==> config.mk <==
export PLATFORM = sky130hd
export DESIGN_NAME = biquad_df2_filter_flat
export DESIGN_NICKNAME = d
export VERILOG_FILES = /design/src/sv/bqd_pkg.sv /design/src/sv/bqd_in_if.sv /design/src/sv/bqd_out_if.sv /design/src/sv/bqd_ctrl.sv /design/src/sv/bqd_dp.sv /design/src/sv/biquad_df2_filter.sv /design/src/flat_wrapper.sv
export SDC_FILE = /design/constraint.sdc
export NUM_CORES = 2
export LEC_CHECK = 0
export BUFFER_PORTS_ARGS = -buffer_cell sky130_fd_sc_hd__buf_2
export CORE_ASPECT_RATIO = 1.5
export CORE_MARGIN = 1.5
export CORE_UTILIZATION = 58
export CTS_BUF_LIST = sky130_fd_sc_hd__clkbuf_16
export DETAILED_ROUTE_END_ITERATION = 8
export PLACE_DENSITY_LB_ADDON = 0.3
export SLEW_MARGIN = 20
export SYNTH_ARGS = -nofsm -noshare
export SYNTH_HDL_FRONTEND = slang
export SYNTH_HIERARCHICAL = 1
export SYNTH_SLANG_ARGS = --single-unit
==> constraint.sdc <==
create_clock -name clk -period 10.3 [get_ports clk]
set_clock_uncertainty 0.2 [all_clocks]
set_input_delay 2.06 -clock clk [delete_from_list [all_inputs] [get_ports clk]]
set_output_delay 2.06 -clock clk [all_outputs]
set_load 0.01 [all_outputs]
==> src/sv/bqd_pkg.sv <==
// shared types and constants for the biquad filter
`timescale 1ns / 1ps

package bqd_pkg;

  localparam int SAMPLE_BITS_DEF = 24;
  localparam int COEF_BITS_DEF   = 24;
  localparam int CFG_IDX_BITS    = 3;

  // coefficient register indexes
  localparam logic [CFG_IDX_BITS-1:0] REG_B0 = 3'd0;
  localparam logic [CFG_IDX_BITS-1:0] REG_B1 = 3'd1;
  localparam logic [CFG_IDX_BITS-1:0] REG_B2 = 3'd2;
  localparam logic [CFG_IDX_BITS-1:0] REG_A1 = 3'd3;
  localparam logic [CFG_IDX_BITS-1:0] REG_A2 = 3'd4;

  typedef enum logic [2:0] {
    ST_IDLE,
    ST_A1,
    ST_A2,
    ST_B1,
    ST_B2,
    ST_B0,
    ST_FIN
  } ctrl_state_t;

  typedef enum logic [2:0] {
    OP_NONE,
    OP_A1,
    OP_A2,
    OP_B1,
    OP_B2,
    OP_B0,
    OP_FIN
  } dp_op_t;

  typedef struct packed {
    logic   load;
    dp_op_t op;
    logic   commit;
  } dp_cmd_t;

endpackage

==> src/sv/bqd_in_if.sv <==
// input sample channel
`timescale 1ns / 1ps

interface bqd_in_if #(
  parameter int SAMPLE_BITS = bqd_pkg::SAMPLE_BITS_DEF
);
  logic                          valid;
  logic                          ready;
  logic signed [SAMPLE_BITS-1:0] sample_in;

  modport source (output valid, output sample_in, input ready);
  modport sink   (input valid, input sample_in, output ready);
endinterface

==> src/sv/bqd_out_if.sv <==
// filtered sample channel
`timescale 1ns / 1ps

interface bqd_out_if #(
  parameter int SAMPLE_BITS = bqd_pkg::SAMPLE_BITS_DEF
);
  logic                          valid;
  logic                          ready;
  logic signed [SAMPLE_BITS-1:0] sample_out;
  logic                          clipped;

  modport source (output valid, output sample_out, output clipped, input ready);
  modport sink   (input valid, input sample_out, input clipped, output ready);
endinterface

==> src/sv/bqd_ctrl.sv <==
// sequencer for the shared multiplier and the output handshake
`timescale 1ns / 1ps

module bqd_ctrl (
  input  logic             clk,
  input  logic             rst_n,
  input  logic             in_valid,
  output logic             in_ready,
  output logic             out_valid,
  input  logic             out_ready,
  output bqd_pkg::dp_cmd_t cmd
);
  import bqd_pkg::*;

  ctrl_state_t state_r, state_nxt;
  logic        out_valid_r, out_valid_nxt;
  logic        out_free;

  assign out_free = !out_valid_r || out_ready;

  always_comb begin
    state_nxt = state_r;
    unique case (state_r)
      ST_IDLE: if (in_valid) state_nxt = ST_A1;
      ST_A1:   state_nxt = ST_A2;
      ST_A2:   state_nxt = ST_B1;
      ST_B1:   state_nxt = ST_B2;
      ST_B2:   state_nxt = ST_B0;
      ST_B0:   state_nxt = ST_FIN;
      ST_FIN:  if (out_free) state_nxt = ST_IDLE;
      default: state_nxt = ST_IDLE;
    endcase
  end

  always_comb begin
    in_ready   = 1'b0;
    cmd.load   = 1'b0;
    cmd.op     = OP_NONE;
    cmd.commit = 1'b0;
    unique case (state_r)
      ST_IDLE: begin
        in_ready = 1'b1;
        cmd.load = in_valid;
      end
      ST_A1:   cmd.op = OP_A1;
      ST_A2:   cmd.op = OP_A2;
      ST_B1:   cmd.op = OP_B1;
      ST_B2:   cmd.op = OP_B2;
      ST_B0:   cmd.op = OP_B0;
      ST_FIN: begin
        cmd.op     = OP_FIN;
        cmd.commit = out_free;
      end
      default: cmd.op = OP_NONE;
    endcase
  end

  always_comb begin
    out_valid_nxt = out_valid_r;
    if (cmd.commit) begin
      out_valid_nxt = 1'b1;
    end else if (out_ready) begin
      out_valid_nxt = 1'b0;
    end
  end

  assign out_valid = out_valid_r;

  always_ff @(posedge clk) begin
    if (!rst_n) begin
      state_r     <= ST_IDLE;
      out_valid_r <= 1'b0;
    end else begin
      state_r     <= state_nxt;
      out_valid_r <= out_valid_nxt;
    end
  end

endmodule

==> src/sv/bqd_dp.sv <==
// coefficients, delay line, shared multiplier and accumulators
`timescale 1ns / 1ps

module bqd_dp #(
  parameter int SAMPLE_BITS = bqd_pkg::SAMPLE_BITS_DEF,
  parameter int COEF_BITS   = bqd_pkg::COEF_BITS_DEF
) (
  input  logic                              clk,
  input  logic                              rst_n,
  input  bqd_pkg::dp_cmd_t                  cmd,
  input  logic signed [SAMPLE_BITS-1:0]     sample_in,
  input  logic                              cfg_we,
  input  logic [bqd_pkg::CFG_IDX_BITS-1:0]  cfg_idx,
  input  logic [COEF_BITS-1:0]              cfg_data,
  output logic signed [SAMPLE_BITS-1:0]     sample_out,
  output logic                              clipped
);
  import bqd_pkg::*;

  localparam int DELAY_BITS = SAMPLE_BITS + 8;
  localparam int COEF_FRAC  = COEF_BITS - 2;
  localparam int PROD_BITS  = COEF_BITS + DELAY_BITS;
  localparam int ACC_BITS   = DELAY_BITS + 4;

  localparam logic signed [COEF_BITS-1:0] B0_RESET = {2'b01, {COEF_FRAC{1'b0}}};
  localparam logic signed [PROD_BITS:0]   HALF     =
    {{(PROD_BITS - COEF_FRAC + 2){1'b0}}, {(COEF_FRAC - 1){1'b0}}} |
    ((PROD_BITS + 1)'(1) << (COEF_FRAC - 1));
  localparam logic signed [ACC_BITS-1:0]  W_MAX =
    {{(ACC_BITS - DELAY_BITS + 1){1'b0}}, {(DELAY_BITS - 1){1'b1}}};
  localparam logic signed [ACC_BITS-1:0]  W_MIN = ~W_MAX;
  localparam logic signed [ACC_BITS-1:0]  Y_MAX =
    {{(ACC_BITS - SAMPLE_BITS + 1){1'b0}}, {(SAMPLE_BITS - 1){1'b1}}};
  localparam logic signed [ACC_BITS-1:0]  Y_MIN = ~Y_MAX;

  logic signed [COEF_BITS-1:0]   b0_r, b1_r, b2_r, a1_r, a2_r;
  logic signed [DELAY_BITS-1:0]  d1_r, d2_r, w_r;
  logic signed [PROD_BITS-1:0]   p_r, p_nxt;
  logic signed [ACC_BITS-1:0]    accw_r, accy_r;
  logic                          whit_r;
  logic signed [SAMPLE_BITS-1:0] sample_out_r;
  logic                          clipped_r;

  logic signed [COEF_BITS-1:0]   mul_c;
  logic signed [DELAY_BITS-1:0]  mul_w;
  logic signed [PROD_BITS:0]     p_half;
  logic signed [PROD_BITS:0]     p_shift;
  logic signed [ACC_BITS-1:0]    rnd;
  logic signed [DELAY_BITS-1:0]  w_sat;
  logic                          w_hit;
  logic signed [ACC_BITS-1:0]    y_sum;
  logic signed [SAMPLE_BITS-1:0] y_sat;
  logic                          y_hit;

  // coefficient registers, unknown indexes dropped
  always_ff @(posedge clk) begin
    if (!rst_n) begin
      b0_r <= B0_RESET;
      b1_r <= '0;
      b2_r <= '0;
      a1_r <= '0;
      a2_r <= '0;
    end else if (cfg_we) begin
      unique case (cfg_idx)
        REG_B0:  b0_r <= cfg_data;
        REG_B1:  b1_r <= cfg_data;
        REG_B2:  b2_r <= cfg_data;
        REG_A1:  a1_r <= cfg_data;
        REG_A2:  a2_r <= cfg_data;
        default: ;
      endcase
    end
  end

  // operand select for the shared multiplier
  always_comb begin
    mul_c = a1_r;
    mul_w = d1_r;
    unique case (cmd.op)
      OP_A1:   begin mul_c = a1_r; mul_w = d1_r; end
      OP_A2:   begin mul_c = a2_r; mul_w = d2_r; end
      OP_B1:   begin mul_c = b1_r; mul_w = d1_r; end
      OP_B2:   begin mul_c = b2_r; mul_w = d2_r; end
      OP_B0:   begin mul_c = b0_r; mul_w = w_r;  end
      default: begin mul_c = a1_r; mul_w = d1_r; end
    endcase
  end

  assign p_nxt = mul_c * mul_w;

  // round the previous product to the sample fraction, ties up
  assign p_half  = {p_r[PROD_BITS-1], p_r} + HALF;
  assign p_shift = p_half >>> COEF_FRAC;
  assign rnd     = p_shift[ACC_BITS-1:0];

  always_comb begin
    w_hit = 1'b0;
    w_sat = accw_r[DELAY_BITS-1:0];
    if (accw_r > W_MAX) begin
      w_hit = 1'b1;
      w_sat = W_MAX[DELAY_BITS-1:0];
    end else if (accw_r < W_MIN) begin
      w_hit = 1'b1;
      w_sat = W_MIN[DELAY_BITS-1:0];
    end
  end

  assign y_sum = accy_r + rnd;

  always_comb begin
    y_hit = 1'b0;
    y_sat = y_sum[SAMPLE_BITS-1:0];
    if (y_sum > Y_MAX) begin
      y_hit = 1'b1;
      y_sat = Y_MAX[SAMPLE_BITS-1:0];
    end else if (y_sum < Y_MIN) begin
      y_hit = 1'b1;
      y_sat = Y_MIN[SAMPLE_BITS-1:0];
    end
  end

  always_ff @(posedge clk) begin
    if (!rst_n) begin
      d1_r <= '0;
      d2_r <= '0;
    end else if (cmd.commit) begin
      d2_r <= d1_r;
      d1_r <= w_r;
    end
  end

  always_ff @(posedge clk) begin
    if (cmd.load) begin
      accw_r <= {{(ACC_BITS - SAMPLE_BITS){sample_in[SAMPLE_BITS-1]}}, sample_in};
    end
    case (cmd.op) inside
      OP_A1, OP_A2, OP_B1, OP_B2, OP_B0: p_r <= p_nxt;
      default: ;
    endcase
    case (cmd.op) inside
      OP_A2, OP_B1: accw_r <= accw_r - rnd;
      OP_B2: begin
        w_r    <= w_sat;
        whit_r <= w_hit;
        accy_r <= rnd;
      end
      OP_B0: accy_r <= y_sum;
      default: ;
    endcase
    if (cmd.commit) begin
      sample_out_r <= y_sat;
      clipped_r    <= whit_r | y_hit;
    end
  end

  assign sample_out = sample_out_r;
  assign clipped    = clipped_r;

endmodule

==> src/sv/biquad_df2_filter.sv <==
// second-order iir section, direct form ii, one shared multiplier
//
//   port      dir  handshake         carries
//   in_ch     in   valid/ready       sample_in   signed Q1.23
//   out_ch    out  valid/ready       sample_out  signed Q1.23, clipped
//   cfg_*     in   cfg_we only       cfg_idx selects b0 b1 b2 a1 a2 (Q2.22)
//
// after a sample is accepted, its five products go one per cycle through the
// single multiplier, then a last step sums, saturates, shifts the delay line and
// loads the result into the output register. the next sample is taken the
// cycle after that. reset clears the delay line and loads b0 = 1.0. a full
// output register stalls the last step until the held transaction is taken.
`timescale 1ns / 1ps

module biquad_df2_filter #(
  parameter int SAMPLE_BITS = bqd_pkg::SAMPLE_BITS_DEF,
  parameter int COEF_BITS   = bqd_pkg::COEF_BITS_DEF
) (
  input  logic                             clk,
  input  logic                             rst_n,
  bqd_in_if.sink                           in_ch,
  bqd_out_if.source                        out_ch,
  input  logic                             cfg_we,
  input  logic [bqd_pkg::CFG_IDX_BITS-1:0] cfg_idx,
  input  logic [COEF_BITS-1:0]             cfg_data
);
  import bqd_pkg::*;

  dp_cmd_t                       cmd;
  logic signed [SAMPLE_BITS-1:0] sample_out;
  logic                          clipped;

  bqd_ctrl u_ctrl (
    .clk       (clk),
    .rst_n     (rst_n),
    .in_valid  (in_ch.valid),
    .in_ready  (in_ch.ready),
    .out_valid (out_ch.valid),
    .out_ready (out_ch.ready),
    .cmd       (cmd)
  );

  bqd_dp #(
    .SAMPLE_BITS (SAMPLE_BITS),
    .COEF_BITS   (COEF_BITS)
  ) u_dp (
    .clk        (clk),
    .rst_n      (rst_n),
    .cmd        (cmd),
    .sample_in  (in_ch.sample_in),
    .cfg_we     (cfg_we),
    .cfg_idx    (cfg_idx),
    .cfg_data   (cfg_data),
    .sample_out (sample_out),
    .clipped    (clipped)
  );

  assign out_ch.sample_out = sample_out;
  assign out_ch.clipped    = clipped;

endmodule

==> src/flat_wrapper.sv <==
// flat-port wrapper written by rule: the top's interface ports become plain ports
module biquad_df2_filter_flat import bqd_pkg::*;
#(
  parameter int SAMPLE_BITS = bqd_pkg::SAMPLE_BITS_DEF,
  parameter int COEF_BITS   = bqd_pkg::COEF_BITS_DEF
)
  (clk, rst_n, cfg_we, cfg_idx, cfg_data, in_ch_valid, in_ch_sample_in, in_ch_ready, out_ch_valid, out_ch_sample_out, out_ch_clipped, out_ch_ready);
  bqd_in_if #(.SAMPLE_BITS(SAMPLE_BITS)) in_ch_i ();
  bqd_out_if #(.SAMPLE_BITS(SAMPLE_BITS)) out_ch_i ();
  input  logic clk;
  input  logic rst_n;
  input  logic cfg_we;
  input  logic [bqd_pkg::CFG_IDX_BITS-1:0] cfg_idx;
  input  logic [COEF_BITS-1:0] cfg_data;
  input wire logic [$bits(in_ch_i.valid)-1:0] in_ch_valid;
  input wire logic [$bits(in_ch_i.sample_in)-1:0] in_ch_sample_in;
  output wire logic [$bits(in_ch_i.ready)-1:0] in_ch_ready;
  output wire logic [$bits(out_ch_i.valid)-1:0] out_ch_valid;
  output wire logic [$bits(out_ch_i.sample_out)-1:0] out_ch_sample_out;
  output wire logic [$bits(out_ch_i.clipped)-1:0] out_ch_clipped;
  input wire logic [$bits(out_ch_i.ready)-1:0] out_ch_ready;
  assign in_ch_i.valid = in_ch_valid;
  assign in_ch_i.sample_in = in_ch_sample_in;
  assign in_ch_ready = in_ch_i.ready;
  assign out_ch_valid = out_ch_i.valid;
  assign out_ch_sample_out = out_ch_i.sample_out;
  assign out_ch_clipped = out_ch_i.clipped;
  assign out_ch_i.ready = out_ch_ready;
  biquad_df2_filter #(.SAMPLE_BITS(SAMPLE_BITS), .COEF_BITS(COEF_BITS)) u_core (.clk(clk), .rst_n(rst_n), .in_ch(in_ch_i), .out_ch(out_ch_i), .cfg_we(cfg_we), .cfg_idx(cfg_idx), .cfg_data(cfg_data));
endmodule
==> impl_metrics.tcl <==
set metrics [dict create \
    run_status "complete, no violations" \
    clock_path_buffers 3 \
    viasPerCell 5.89 \
    finish.net_count 5900 \
    initial_core_util 0.587 \
    hold_ws_ns 0.261 \
    fin_ws_ns 0.312 \
    synth_edf_count 165 \
    io_pins 83 \
    die_area_mm2 0.0790 \
    drt-initial-drc-count 2336 \
    drt_wl_total_um 135000 \
    synth_ff_type "dfxtp_1" \
    detail_route.wl_per_cell_um 22.9 \
    clock.fmax_mhz 100 \
    syn_to_final_growth_pct 6.61 \
    ys_seq_area_frac 0.195 \
    crit_top_cell "fa_1" \
    grt_usage 0.350 \
    cts_tree "yes" \
    clkTransAtPathRegs_ns 0.06 \
    dp.cells 5803 \
    synth.avg_cell_area_um2 9.22 \
    grt_pass1_wl_um 208000 \
    path_max_fanout 52 \
    final.min_clock_period_ns 9.99 \
    rows 124 \
    antenna_left 0 \
    fin_cells 5882 \
    clock-sinks 353 \
    drive_gt1_frac 0.0680 \
    critPathBufInv 3 \
    worst_pin_slew_ns 1.19 \
    maxCapViolations 0 \
    finalHoldViolCount 0 \
    die_width_um 230 \
    core-area_mm2 0.0763 \
    hold_buffers 0 \
    drtPass1Iterations 5 \
    synth.distinct_cells 90 \
    cts_root_buf "clkbuf_16" \
    peakVddDrop_uv 112 \
    dpl_worst_slack_ns 0.281 \
    num-fill-cells 6422 \
    min_path_type "register to register" \
    async_flop_share 0 \
    cts_buffers 36 \
    hpwl_um 108000 \
    drc 0 \
    start_kind "register" \
    synthesis.nets 5916 \
    yosys_warnings 6 \
    cpLargestDelayFamily "adder cells" \
    p_per_area_mw_per_mm2 189 \
    insertion_delay_ns 0.60 \
    grt_max_degree 121 \
    synth_cells 4859 \
    finalSetupViolations 0 \
    die_h_um 343 \
    end_kind "register" \
    ys_seq_elements 353 \
    crit_type "register to register" \
    crit_arrival_ns 10.10 \
    gr-total-overflow 0 \
    place.gp.congestion 1.03 \
    max_stage_delay_ns 0.72 \
    cp.required_ns 10.42 \
    slew_headroom 0.205 \
    ctsHtreeMaxLevel 2 \
    antenna_found_initial 9 \
    p_leak_nw 21.9 \
    port_buffers 82 \
    slowest_stage "fa_1" \
    drv_slew 0 \
    vias 34600 \
    grt_pass1_vias 36700 \
    netlist_area_mm2 0.0448 \
    period_share 0.970 \
]
## cell usage after synthesis, types with 7 or more instances
master    number  share of area
inv_1        828          0.069
fa_1         784           0.35
nand2_1      700          0.059
nor2_1       423          0.035
clkbuf_1     219          0.018
ha_1         217          0.061
dfxtp_1      188          0.084
edfxtp_1     165           0.11
a21oi_1      132          0.015
mux2i_1      132          0.029
a21boi_0     123          0.021
a21o_1        98          0.016
nor2b_1       84          0.012
o21ai_0       82         0.0092
xnor2_1       75          0.015
xor2_1        64          0.013
o22ai_1       62         0.0087
o21ai_1       48         0.0054
o21a_1        45         0.0075
and2_1        38         0.0053
nand2b_1      38         0.0053
nand3_1       33         0.0037
and3_1        25         0.0035
nor3_1        21         0.0023
buf_1         17         0.0014
nand4_1       17         0.0024
o21bai_1      16         0.0027
or2_2         11         0.0015
a211oi_1      10         0.0017
a31oi_1       10         0.0014
mux2_2        10         0.0025
o211ai_1      10         0.0017
a22oi_1        8         0.0013
o31ai_1        7         0.0012
## path summary, 6_finish.rpt
| kind | startpoint | end | slack, ns | cells after the start |
|---|---|---|---|---|
| setup / recovery | u_core/u_ctrl/state_r[0] | u_core/u_dp/p_r[54] | 0.31 | 27 |
| hold / removal | u_core/u_dp/a2_r[22] | u_core/u_dp/a2_r[22] | 0.26 | 2 |
| setup reg to reg | u_core/u_ctrl/state_r[0] | u_core/u_dp/p_r[54] | 0.31 | 27 |
| hold reg to reg | u_core/u_dp/a2_r[22] | u_core/u_dp/a2_r[22] | 0.26 | 2 |
## metal layers
layer,wire [um],global-route usage,vias to the layer above
met1,45100,0.374,17200
met3,9290,0.0563,609
met2,66200,0.607,1625
met5,14,0,-
met4,13900,0.298,2
li1,-,-,15200
## repair_timing
item                                    CTS  global route
gates resized for setup                   0             5
endpoints found under the setup margin    0            15
setup buffers                             0            10
## state kept, by name, summed over array words and instances, names as in the netlist
| signal | cells |
|---|---|
| u_core/u_dp/d2_r | 32 |
| u_core/u_dp/whit_r | 1 |
| u_core/u_dp/b2_r | 24 |
| u_core/u_ctrl/state_r | 3 |
| u_core/u_dp/clipped | 1 |
| u_core/u_dp/accw_r | 36 |
| u_core/u_ctrl/out_valid | 1 |
| u_core/u_dp/p_r | 35 |
| u_core/u_dp/accy_r | 36 |
| u_core/u_dp/d1_r | 32 |
| u_core/u_dp/b1_r | 24 |
| u_core/u_dp/a1_r | 24 |
| u_core/u_dp/w_r | 32 |
| u_core/u_dp/sample_out | 24 |
| u_core/u_dp/a2_r | 24 |
| u_core/u_dp/b0_r | 24 |
## stage by stage
stage	total power, W	setup TNS [ns]	instance area (um2)	utilization
after floorplan	0.00584	0	44800	-
after global placement	0.00751	0	46500	0.609
after detailed placement	0.00762	0	46500	0.609
after CTS	0.00895	0	47600	0.624
after global routing	0.00964	-0.0814	47800	0.626
final	0.00903	0	47800	0.626
## placed cells by master (no fill, tap or decap), types with 38 or more instances in the layout
cell	instances
dfxtp_1	188
buf_2	81
nor2b_1	82
a21oi_1	127
o21ai_0	82
xor2_1	64
buf_4	108
a21boi_0	121
mux2i_1	132
edfxtp_1	165
fa_1	784
a21o_1	97
nand2_1	699
o21a_1	44
inv_1	840
clkbuf_16	38
nor2_1	422
ha_1	217
xnor2_1	75
o22ai_1	62
## worst register-to-register path, delay by kind of cell (launching register included)
family | cells | cell delay (ns)
multiplexers | 1 | 0.19
flip-flops | 1 | 0.63
adder cells (fa/ha/maj) | 8 | 4.12
AO/OA/AOI/OAI | 9 | 2.57
buffers and inverters | 3 | 0.79
XOR/XNOR | 1 | 0.16
AND/OR/NAND/NOR | 5 | 1.05
## power by group
group          switching (W)  internal, W
logic                0.00364      0.00210
clock network       0.000611     0.000707
registers           0.000156      0.00181
total                0.00441      0.00462
## kinds of logic (layout without fill, tap and decap cells)
kind of cell,Yosys count,after routing,synth area share
DFF,353,353,0.195
muxes,142,142,0.0320
and+or+nand+nor,1431,1431,0.137
AOI/OAI and AO/OA,716,716,0.107
adders and majority gates,1001,1001,0.411
other,0,3,0
xor gates and xnor gates,140,140,0.0275
buffers and inverters,1076,1088,0.0908
## cell type report
cell class	instances	area (um2)	share of cell area
multi-input combinational	3430	32200	0.675
clock inverter	28	205	0.00430
sequential	353	8720	0.182
antenna	3	7.51	0.000157
clock buffer	38	951	0.0199
tap	1008	1260	0.0264
inverter	830	3120	0.0652
timing repair buffer	192	1280	0.0267
(Power assumes the default switching activity.)
